### src/design/rqf_pkg.sv
// Shared widths, codes, types and helpers for the read quality filter.
package rqf_pkg;

    localparam int QUALITY_W = 7;
    localparam int COUNT_W   = 16;
    localparam int TOTAL_W   = 23;
    localparam int WTOTAL_W  = 13;
    localparam int WSIZE_W   = 7;
    localparam int PTR_W     = 6;
    localparam int FRAC_W    = 17;
    localparam int MODE_W    = 2;
    localparam int ADDR_W    = 4;
    localparam int DATA_W    = 32;

    localparam int MAX_READ_LENGTH = 65535;
    localparam int MAX_WINDOW      = 64;

    localparam logic [MODE_W-1:0] MODE_AVERAGE    = 2'd0;
    localparam logic [MODE_W-1:0] MODE_SINGLE     = 2'd1;
    localparam logic [MODE_W-1:0] MODE_WINDOW     = 2'd2;
    localparam logic [MODE_W-1:0] MODE_PROPORTION = 2'd3;

    localparam logic [1:0] REG_MODE      = 2'd0;
    localparam logic [1:0] REG_THRESHOLD = 2'd1;
    localparam logic [1:0] REG_WINDOW    = 2'd2;
    localparam logic [1:0] REG_FRACTION  = 2'd3;

    localparam logic [MODE_W-1:0]    RESET_MODE      = MODE_AVERAGE;
    localparam logic [QUALITY_W-1:0] RESET_THRESHOLD = 7'd20;
    localparam logic [WSIZE_W-1:0]   RESET_WINDOW    = 7'd4;
    localparam logic [FRAC_W-1:0]    RESET_FRACTION  = 17'd32768;

    typedef struct packed {
        logic [MODE_W-1:0]    mode;
        logic [QUALITY_W-1:0] thr;
        logic [WSIZE_W-1:0]   win;
        logic [FRAC_W-1:0]    frac;
    } cfg_t;

    // Per-read totals handed from the accumulator to the verdict stage
    typedef struct packed {
        logic [MODE_W-1:0]    mode;
        logic [QUALITY_W-1:0] thr;
        logic [FRAC_W-1:0]    frac;
        logic [COUNT_W-1:0]   len;
        logic [TOTAL_W-1:0]   total;
        logic [COUNT_W-1:0]   passing;
        logic                 low_seen;
        logic                 trim_found;
        logic [COUNT_W-1:0]   trim_len;
        logic [WSIZE_W-1:0]   active_w;
    } snap_t;

    function automatic logic [WSIZE_W-1:0] clamp_window(input logic [WSIZE_W-1:0] w);
        logic [WSIZE_W-1:0] r;
        if (w == '0)
            r = WSIZE_W'(1);
        else if (w > WSIZE_W'(MAX_WINDOW))
            r = WSIZE_W'(MAX_WINDOW);
        else
            r = w;
        return r;
    endfunction

endpackage

### src/design/rqf_in_if.sv
// Base quality channel: one base per item.
interface rqf_in_if;
    import rqf_pkg::*;

    logic                 valid;
    logic                 ready;
    logic [QUALITY_W-1:0] quality;
    logic                 last_base;

    modport source (output valid, quality, last_base, input ready);
    modport sink (input valid, quality, last_base, output ready);
    modport monitor (input valid, ready, quality, last_base);
endinterface

### src/design/rqf_out_if.sv
// Verdict channel: one item per read.
interface rqf_out_if;
    import rqf_pkg::*;

    logic               valid;
    logic               ready;
    logic               keep;
    logic [COUNT_W-1:0] keep_length;

    modport source (output valid, keep, keep_length, input ready);
    modport sink (input valid, keep, keep_length, output ready);
    modport monitor (input valid, ready, keep, keep_length);
endinterface

### src/design/rqf_cfg.sv
// APB register bank holding mode, threshold, window size and fraction.
module rqf_cfg (
    input  logic                       clk,
    input  logic                       rst_n,
    input  logic                       psel,
    input  logic                       penable,
    input  logic                       pwrite,
    input  logic [rqf_pkg::ADDR_W-1:0] paddr,
    input  logic [rqf_pkg::DATA_W-1:0] pwdata,
    output logic [rqf_pkg::DATA_W-1:0] prdata,
    output logic                       pready,
    output rqf_pkg::cfg_t              cfg
);
    import rqf_pkg::*;

    cfg_t       cfg_reg;
    logic       wr_en;
    logic [1:0] reg_idx;

    assign pready  = 1'b1;
    assign wr_en   = psel && penable && pwrite;
    assign reg_idx = paddr[ADDR_W-1:2];
    assign cfg     = cfg_reg;

    always_ff @(posedge clk or negedge rst_n)
    begin
        if (!rst_n)
        begin
            cfg_reg.mode <= RESET_MODE;
            cfg_reg.thr  <= RESET_THRESHOLD;
            cfg_reg.win  <= RESET_WINDOW;
            cfg_reg.frac <= RESET_FRACTION;
        end
        else if (wr_en)
        begin
            unique case (reg_idx)
                REG_MODE:      cfg_reg.mode <= pwdata[MODE_W-1:0];
                REG_THRESHOLD: cfg_reg.thr  <= pwdata[QUALITY_W-1:0];
                REG_WINDOW:    cfg_reg.win  <= pwdata[WSIZE_W-1:0];
                REG_FRACTION:  cfg_reg.frac <= pwdata[FRAC_W-1:0];
                default:       cfg_reg      <= cfg_reg;
            endcase
        end
    end

    always_comb
    begin
        unique case (reg_idx)
            REG_MODE:      prdata = DATA_W'(cfg_reg.mode);
            REG_THRESHOLD: prdata = DATA_W'(cfg_reg.thr);
            REG_WINDOW:    prdata = DATA_W'(cfg_reg.win);
            REG_FRACTION:  prdata = DATA_W'(cfg_reg.frac);
            default:       prdata = '0;
        endcase
    end
endmodule

### src/design/rqf_accum.sv
// Per-read accumulator: running sums, sliding window store and snapshot register.
module rqf_accum (
    input  logic           clk,
    input  logic           rst_n,
    input  rqf_pkg::cfg_t  cfg,
    rqf_in_if.sink         bases,
    output rqf_pkg::snap_t snap,
    output logic           snap_valid,
    input  logic           snap_take
);
    import rqf_pkg::*;

    logic [QUALITY_W-1:0] win_mem [MAX_WINDOW];

    logic [COUNT_W-1:0]   count_reg, count_upd;
    logic [TOTAL_W-1:0]   total_reg, total_upd;
    logic [WTOTAL_W-1:0]  wtotal_reg, wtotal_upd;
    logic [COUNT_W-1:0]   passing_reg, passing_upd;
    logic                 low_reg, low_upd;
    logic                 found_reg, found_upd;
    logic [COUNT_W-1:0]   trim_reg, trim_upd;
    logic [PTR_W-1:0]     ptr_reg, ptr_upd, ptr_next;
    logic [WSIZE_W-1:0]   active_reg, active_upd;
    logic                 snap_valid_reg;
    snap_t                snap_reg;

    logic [QUALITY_W-1:0] rd_data_reg, fwd_data_reg, old_q;
    logic                 fwd_reg;

    logic                 accept, take, done, filling, fail, pass_q;
    logic [QUALITY_W-1:0] q;
    logic [WSIZE_W-1:0]   w;
    logic [WTOTAL_W-1:0]  thr_w, wt_new;
    logic [WSIZE_W-1:0]   ptr_plus;

    assign bases.ready = !snap_valid_reg || snap_take;
    assign accept      = bases.valid && bases.ready;
    assign done        = accept && bases.last_base;
    assign take        = accept && (count_reg != COUNT_W'(MAX_READ_LENGTH));
    assign q           = bases.quality;

    // Latch the window length on the first base of a read
    assign w        = (count_reg == '0) ? clamp_window(cfg.win) : active_reg;
    assign thr_w    = WTOTAL_W'(cfg.thr) * WTOTAL_W'(w);
    assign filling  = count_reg < COUNT_W'(w);
    assign old_q    = fwd_reg ? fwd_data_reg : rd_data_reg;
    assign pass_q   = q >= cfg.thr;
    assign wt_new   = filling ? (wtotal_reg + WTOTAL_W'(q))
                              : (wtotal_reg - WTOTAL_W'(old_q) + WTOTAL_W'(q));
    assign fail     = !found_reg && (wt_new < thr_w)
                      && (!filling || (count_reg == COUNT_W'(w - WSIZE_W'(1))));
    assign ptr_plus = {1'b0, ptr_reg} + WSIZE_W'(1);

    always_comb
    begin
        count_upd   = count_reg;
        total_upd   = total_reg;
        wtotal_upd  = wtotal_reg;
        passing_upd = passing_reg;
        low_upd     = low_reg;
        found_upd   = found_reg;
        trim_upd    = trim_reg;
        ptr_upd     = ptr_reg;
        active_upd  = active_reg;
        if (take)
        begin
            count_upd   = count_reg + COUNT_W'(1);
            total_upd   = total_reg + TOTAL_W'(q);
            wtotal_upd  = wt_new;
            passing_upd = passing_reg + COUNT_W'(pass_q);
            low_upd     = low_reg || !pass_q;
            active_upd  = w;
            ptr_upd     = (ptr_plus >= w) ? '0 : ptr_plus[PTR_W-1:0];
            if (fail)
            begin
                found_upd = 1'b1;
                trim_upd  = filling ? '0 : count_reg;
            end
        end
    end

    assign ptr_next = done ? '0 : ptr_upd;

    always_ff @(posedge clk or negedge rst_n)
    begin
        if (!rst_n)
        begin
            count_reg   <= '0;
            total_reg   <= '0;
            wtotal_reg  <= '0;
            passing_reg <= '0;
            low_reg     <= 1'b0;
            found_reg   <= 1'b0;
            trim_reg    <= '0;
            ptr_reg     <= '0;
            active_reg  <= WSIZE_W'(1);
            fwd_reg     <= 1'b0;
        end
        else
        begin
            fwd_reg <= take && (ptr_next == ptr_reg);
            if (done)
            begin
                // Clear for the next read
                count_reg   <= '0;
                total_reg   <= '0;
                wtotal_reg  <= '0;
                passing_reg <= '0;
                low_reg     <= 1'b0;
                found_reg   <= 1'b0;
                trim_reg    <= '0;
                ptr_reg     <= '0;
                active_reg  <= WSIZE_W'(1);
            end
            else
            begin
                count_reg   <= count_upd;
                total_reg   <= total_upd;
                wtotal_reg  <= wtotal_upd;
                passing_reg <= passing_upd;
                low_reg     <= low_upd;
                found_reg   <= found_upd;
                trim_reg    <= trim_upd;
                ptr_reg     <= ptr_upd;
                active_reg  <= active_upd;
            end
        end
    end

    // Window store: prefetch the entry the next base will replace
    always_ff @(posedge clk)
    begin
        if (take)
        begin
            win_mem[ptr_reg] <= q;
        end
        rd_data_reg  <= win_mem[ptr_next];
        fwd_data_reg <= q;
    end

    always_ff @(posedge clk or negedge rst_n)
    begin
        if (!rst_n)
        begin
            snap_valid_reg <= 1'b0;
        end
        else if (done)
        begin
            snap_valid_reg <= 1'b1;
        end
        else if (snap_take)
        begin
            snap_valid_reg <= 1'b0;
        end
    end

    always_ff @(posedge clk)
    begin
        if (done)
        begin
            snap_reg.mode       <= cfg.mode;
            snap_reg.thr        <= cfg.thr;
            snap_reg.frac       <= cfg.frac;
            snap_reg.len        <= count_upd;
            snap_reg.total      <= total_upd;
            snap_reg.passing    <= passing_upd;
            snap_reg.low_seen   <= low_upd;
            snap_reg.trim_found <= found_upd;
            snap_reg.trim_len   <= trim_upd;
            snap_reg.active_w   <= active_upd;
        end
    end

    assign snap       = snap_reg;
    assign snap_valid = snap_valid_reg;
endmodule

### src/design/rqf_verdict.sv
// Verdict stage: judge the finished read by mode and register the result item.
module rqf_verdict (
    input  logic           clk,
    input  logic           rst_n,
    input  rqf_pkg::snap_t snap,
    input  logic           snap_valid,
    output logic           snap_take,
    rqf_out_if.source      verdicts
);
    import rqf_pkg::*;

    logic                 valid_reg;
    logic                 keep_reg;
    logic [COUNT_W-1:0]   length_reg;
    logic                 out_free;
    logic [TOTAL_W-1:0]   thr_len;
    logic [FRAC_W+COUNT_W-1:0] frac_len;
    logic [FRAC_W+COUNT_W-1:0] pass_scaled;
    logic                 avg_ok;
    logic [COUNT_W-1:0]   kept;

    assign out_free  = !valid_reg || verdicts.ready;
    assign snap_take = snap_valid && out_free;

    assign thr_len     = TOTAL_W'(snap.thr) * TOTAL_W'(snap.len);
    assign frac_len    = (FRAC_W+COUNT_W)'(snap.frac) * (FRAC_W+COUNT_W)'(snap.len);
    assign pass_scaled = {1'b0, snap.passing, 16'b0};
    assign avg_ok      = snap.total >= thr_len;

    always_comb
    begin
        unique case (snap.mode)
            MODE_AVERAGE:
                kept = avg_ok ? snap.len : '0;
            MODE_SINGLE:
                kept = snap.low_seen ? '0 : snap.len;
            MODE_WINDOW:
            begin
                if (snap.trim_found)
                    kept = snap.trim_len;
                else if (snap.len < COUNT_W'(snap.active_w))
                    kept = avg_ok ? snap.len : '0;
                else
                    kept = snap.len;
            end
            MODE_PROPORTION:
                kept = (pass_scaled >= frac_len) ? snap.len : '0;
            default:
                kept = '0;
        endcase
    end

    always_ff @(posedge clk or negedge rst_n)
    begin
        if (!rst_n)
        begin
            valid_reg <= 1'b0;
        end
        else
        begin
            valid_reg <= snap_take || (valid_reg && !verdicts.ready);
        end
    end

    always_ff @(posedge clk)
    begin
        if (snap_take)
        begin
            keep_reg   <= kept != '0;
            length_reg <= kept;
        end
    end

    assign verdicts.valid       = valid_reg;
    assign verdicts.keep        = keep_reg;
    assign verdicts.keep_length = length_reg;
endmodule

### src/design/read_quality_filter_top.sv
// Top level of the read quality filter.
// Throughput: one base item per cycle, sustained, while the verdict side keeps up.
// After the last base is accepted, the verdict item passes the snapshot register and then the
// output register before it is offered.
// One further read can wait in the snapshot register while a verdict is stalled.
// Reset clears counters, handshake and config state; the window store is filled before use.
module read_quality_filter_top (
    input  logic                       clk,
    input  logic                       rst_n,
    input  logic                       psel,
    input  logic                       penable,
    input  logic                       pwrite,
    input  logic [rqf_pkg::ADDR_W-1:0] paddr,
    input  logic [rqf_pkg::DATA_W-1:0] pwdata,
    output logic [rqf_pkg::DATA_W-1:0] prdata,
    output logic                       pready,
    rqf_in_if.sink                     bases,
    rqf_out_if.source                  verdicts
);
    import rqf_pkg::*;

    cfg_t  cfg;
    snap_t snap;
    logic  snap_valid;
    logic  snap_take;

    rqf_cfg u_cfg (
        .clk     (clk),
        .rst_n   (rst_n),
        .psel    (psel),
        .penable (penable),
        .pwrite  (pwrite),
        .paddr   (paddr),
        .pwdata  (pwdata),
        .prdata  (prdata),
        .pready  (pready),
        .cfg     (cfg)
    );

    rqf_accum u_accum (
        .clk        (clk),
        .rst_n      (rst_n),
        .cfg        (cfg),
        .bases      (bases),
        .snap       (snap),
        .snap_valid (snap_valid),
        .snap_take  (snap_take)
    );

    rqf_verdict u_verdict (
        .clk        (clk),
        .rst_n      (rst_n),
        .snap       (snap),
        .snap_valid (snap_valid),
        .snap_take  (snap_take),
        .verdicts   (verdicts)
    );
endmodule

### src/flat_wrapper.sv
// flat-port wrapper written by rule: the top's interface ports become plain ports
module read_quality_filter_top_flat import rqf_pkg::*;
  (clk, rst_n, psel, penable, pwrite, paddr, pwdata, prdata, pready, bases_valid, bases_quality, bases_last_base, bases_ready, verdicts_valid, verdicts_keep, verdicts_keep_length, verdicts_ready);
  rqf_in_if bases_i ();
  rqf_out_if verdicts_i ();
  input  logic clk;
  input  logic rst_n;
  input  logic psel;
  input  logic penable;
  input  logic pwrite;
  input  logic [rqf_pkg::ADDR_W-1:0] paddr;
  input  logic [rqf_pkg::DATA_W-1:0] pwdata;
  output logic [rqf_pkg::DATA_W-1:0] prdata;
  output logic pready;
  input wire logic [$bits(bases_i.valid)-1:0] bases_valid;
  input wire logic [$bits(bases_i.quality)-1:0] bases_quality;
  input wire logic [$bits(bases_i.last_base)-1:0] bases_last_base;
  output wire logic [$bits(bases_i.ready)-1:0] bases_ready;
  output wire logic [$bits(verdicts_i.valid)-1:0] verdicts_valid;
  output wire logic [$bits(verdicts_i.keep)-1:0] verdicts_keep;
  output wire logic [$bits(verdicts_i.keep_length)-1:0] verdicts_keep_length;
  input wire logic [$bits(verdicts_i.ready)-1:0] verdicts_ready;
  assign bases_i.valid = bases_valid;
  assign bases_i.quality = bases_quality;
  assign bases_i.last_base = bases_last_base;
  assign bases_ready = bases_i.ready;
  assign verdicts_valid = verdicts_i.valid;
  assign verdicts_keep = verdicts_i.keep;
  assign verdicts_keep_length = verdicts_i.keep_length;
  assign verdicts_i.ready = verdicts_ready;
  read_quality_filter_top u_core (.clk(clk), .rst_n(rst_n), .psel(psel), .penable(penable), .pwrite(pwrite), .paddr(paddr), .pwdata(pwdata), .prdata(prdata), .pready(pready), .bases(bases_i), .verdicts(verdicts_i));
endmodule
### config.mk
export PLATFORM = sky130hd
export DESIGN_NAME = read_quality_filter_top_flat
export DESIGN_NICKNAME = d
export VERILOG_FILES = /design/src/design/rqf_pkg.sv /design/src/design/rqf_in_if.sv /design/src/design/rqf_out_if.sv /design/src/design/rqf_cfg.sv /design/src/design/rqf_accum.sv /design/src/design/rqf_verdict.sv /design/src/design/read_quality_filter_top.sv /design/src/flat_wrapper.sv
export SDC_FILE = /design/constraint.sdc
export NUM_CORES = 2
export LEC_CHECK = 0
export BUFFER_PORTS_ARGS = -buffer_cell sky130_fd_sc_hd__buf_4
export CORE_ASPECT_RATIO = 2
export CORE_MARGIN = 2
export CORE_UTILIZATION = 25
export DETAILED_ROUTE_END_ITERATION = 16
export PLACE_DENSITY = 0.45
export SETUP_SLACK_MARGIN = 0.3
export SKIP_LAST_GASP = 1
export SLEW_MARGIN = 10
export SYNTH_ARGS = -nofsm -noshare
export SYNTH_HDL_FRONTEND = slang
export SYNTH_HIERARCHICAL = 1
export SYNTH_SLANG_ARGS = --single-unit
### constraint.sdc
create_clock -name clk -period 11.4 [get_ports clk]
set_clock_uncertainty 0.05 [all_clocks]
set_input_delay 0 -clock clk [delete_from_list [all_inputs] [get_ports clk]]
set_output_delay 0 -clock clk [all_outputs]
set_load 0.01 [all_outputs]
==> impl_metrics.yaml <==
status:
  status: "completed"
floorplanning:
  die_h_um: 612.2
  start_util_pct: 25.11
  core_area_mm2: 0.1842
  die_area_mm2: 0.1886
  ios: 103
  fp.dieW_um: 308.1
  rows: 223
synth:
  yosysWarnings: 6
  netlist_instances: 4010
  ys_seq_area_share_pct: 45.00
  synth_ff_type: "edfxtp_1"
  synthArstFlopShare_pct: 18.75
  synth_most_common_cell: "edfxtp_1"
  syn_area_mm2: 0.04625
  ys_ff_latch: 720
  netlist_top_cells_area: "edfxtp_1 37%, fa_1 13%, ha_1 7.9%, dfrtp_1 7.0%, nand2_1 3.7%"
  synth.avg_cell_area_um2: 11.53
  synth_common_cells: "571 x edfxtp_1, 453 x nand2_1, 413 x inv_1"
  synth.largest_area_cell: "edfxtp_1"
  yosysUniqueCellTypes: 107
  synth-edff-count: 571
  yosys.area.top_type_share_pct: 37.08
min_path:
  min_path_cells: 3
  holdCritStartpoint: "pwdata[15]"
  whs_endpoint: "u_core/u_cfg/cfg[15]$_DFFE_PN1P_"
  hp-class: "in2reg"
critical_path:
  crit_slowest_cell: "edfxtp_1"
  critPathRequiredTime_ns: 11.87
  r2r-end: "u_core/u_verdict/verdicts.keep$_DFFE_PP_"
  reg2reg_from: "u_core/u_accum/snap[66]$_DFFE_PP_"
  worstRegToRegCells: 32
  path_max_fanout: 18
  arrival_ns: 11.00
  rrSetupSlack_ns: 0.86
  slowest_delay_ns: 1.00
  end_kind: "flop"
  cpMostUsedCell: "fa_1"
  cp-start-kind: "flop"
  path_class: "reg2reg"
layout:
  nets: 4741
  area_delta_synth_final_pct: 13.40
  drive_above_1_share_pct: 9.385
  utilization_pct: 28.48
  design_area_mm2: 0.05244
  largest_register_ffs: 448
detailed_routing:
  dr.max_layer_used: "met4"
  wl_per_cell_um: 22.52
  ant_nets: 0
  wl_met2_mm: 84.04
  wirelength_met1_mm: 47.62
  drt-pass1-iter-count: 5
  via_count: 30530
  via_per_inst: 4.691
  wirelength_mm: 146.6
  drcViolationCount: 0
  wl_met3_mm: 3.700
  first_iter_violations: 1733
timing:
  clock.fmax_mhz: 94.92
  setup_viol_count_final: 0
  totalNegativeSetupSlack_ns: 0
  drv_slew: 0
  hold_viol: 0
  worst_slew_pin_slew_ns: 1.239
  hold-worst-slack_ns: 0.07300
  period_minus_slack_ns: 10.54
  relSlewSlack_pct: 16.78
  fin_crit_sh_pct: 92.41
  rsz0062_at_grt: "false"
clock_tree:
  clk_pin_slew_ns: 0.06
  cts_resized: 0
  post_cts_buffers: 0
  cts_root_buffer: "clkbuf_16"
  cts_buffers: 74
  h-tree-depth: 3
  holdBufCountCts: 36
  cts_tree: "built"
  clock_latency_ns: 0.66
  cts_sinks: 720
  cts.path.max_buffers: 3
global_routing:
  grt_pass1_vias: 32820
  grt_max_degree: 70
  grt.total_usage_pct: 15.51
  grt_overflow: 0
  antenna_found_initial: 1
  grt_pass1_wl_mm: 214.8
placed_design:
  hpwl_mm: 110.0
  place.gp.congestion: 0.8736
  portBuffers: 69
  placed_cell_area_mm2: 0.04963
run:
  maxCapViolCount: 0
how the worst max path moves through the flow:
stage | from | end | slack, ns | depth (start not counted)
detailed placement | u_core/u_accum/snap[66]$_DFFE_PP_ | u_core/u_verdict/verdicts.keep$_DFFE_PP_ | 0.86 | 32
CTS | u_core/u_accum/snap[66]$_DFFE_PP_ | u_core/u_verdict/verdicts.keep$_DFFE_PP_ | 0.80 | 32
floorplan | u_core/u_accum/snap[66]$_DFFE_PP_ | u_core/u_verdict/verdicts.keep$_DFFE_PP_ | 2.39 | 33
global route | u_core/u_accum/snap[66]$_DFFE_PP_ | u_core/u_verdict/verdicts.keep$_DFFE_PP_ | 0.48 | 32
global placement | u_core/u_accum/snap[66]$_DFFE_PP_ | u_core/u_verdict/verdicts.keep$_DFFE_PP_ | 0.73 | 32
finish | u_core/u_accum/snap[66]$_DFFE_PP_ | u_core/u_verdict/verdicts.keep$_DFFE_PP_ | 0.86 | 32
layout by cell type, fill, tap and decap left out, types with 77 or more instances in the layout:
| cell | n |
|---|---|
| fa_1 | 309 |
| ha_1 | 291 |
| nor2_1 | 190 |
| nand2_1 | 452 |
| edfxtp_1 | 571 |
| mux2i_1 | 118 |
| and2_1 | 226 |
| dfrtp_1 | 130 |
| xnor2_1 | 77 |
| a21oi_1 | 99 |
| inv_1 | 412 |
| buf_4 | 153 |
final cells by class:
type	instances	area (µm²)
antenna	1	2.502
clock buffer	105	2071
clock inverter	26	364.1
fill	19100	131700
inverter	416	1568
multi-input combinational	2686	23090
sequential	720	20810
tap	2362	2955
timing repair buffer	192	1578
stage by stage:
step	setup WS [ns]	std cells
floorplan	2.389	4024
global placement	0.7272	6340
detailed placement	0.8586	6340
CTS	0.8004	6507
global route	0.4790	6508
finish	0.8648	6508
worst max-delay path: cells and delay by family, from the launching register on:
| kind | cells | cell delay [ns] |
|---|---|---|
| xor gates and xnor gates | 1 | 0.14 |
| adders and majority gates | 8 | 3.73 |
| DFF | 1 | 1.00 |
| and+or+nand+nor | 7 | 1.99 |
| AOI/OAI and AO/OA | 11 | 2.92 |
| buffers and inverters | 5 | 0.52 |
layer usage:
| metal | vias to the layer above | track usage [%] |
|---|---|---|
| met1 | 15600 | 14.07 |
| li1 | 14070 | - |
| met5 | - | 0 |
| met4 | 0 | 10.78 |
| met2 | 567 | 31.40 |
| met3 | 292 | 1.494 |
kinds of logic (layout without fill, tap and decap cells):
| kind of cell | after synthesis | after routing | synth area share (%) |
|---|---|---|---|
| AND/OR/NAND/NOR | 1190 | 1190 | 12.71 |
| flip-flops | 720 | 720 | 45.00 |
| buffers and inverters | 618 | 739 | 5.373 |
| adder cells (fa/ha/maj) | 600 | 600 | 21.25 |
| AO/OA/AOI/OAI | 562 | 562 | 8.804 |
| multiplexers | 187 | 187 | 4.353 |
| XOR/XNOR | 131 | 131 | 2.497 |
| other | 2 | 17 | 0.01624 |
Power is left out: the tool's default activity adds up to more than one toggle a clock period on the data nets, which glitch-free logic cannot reach.
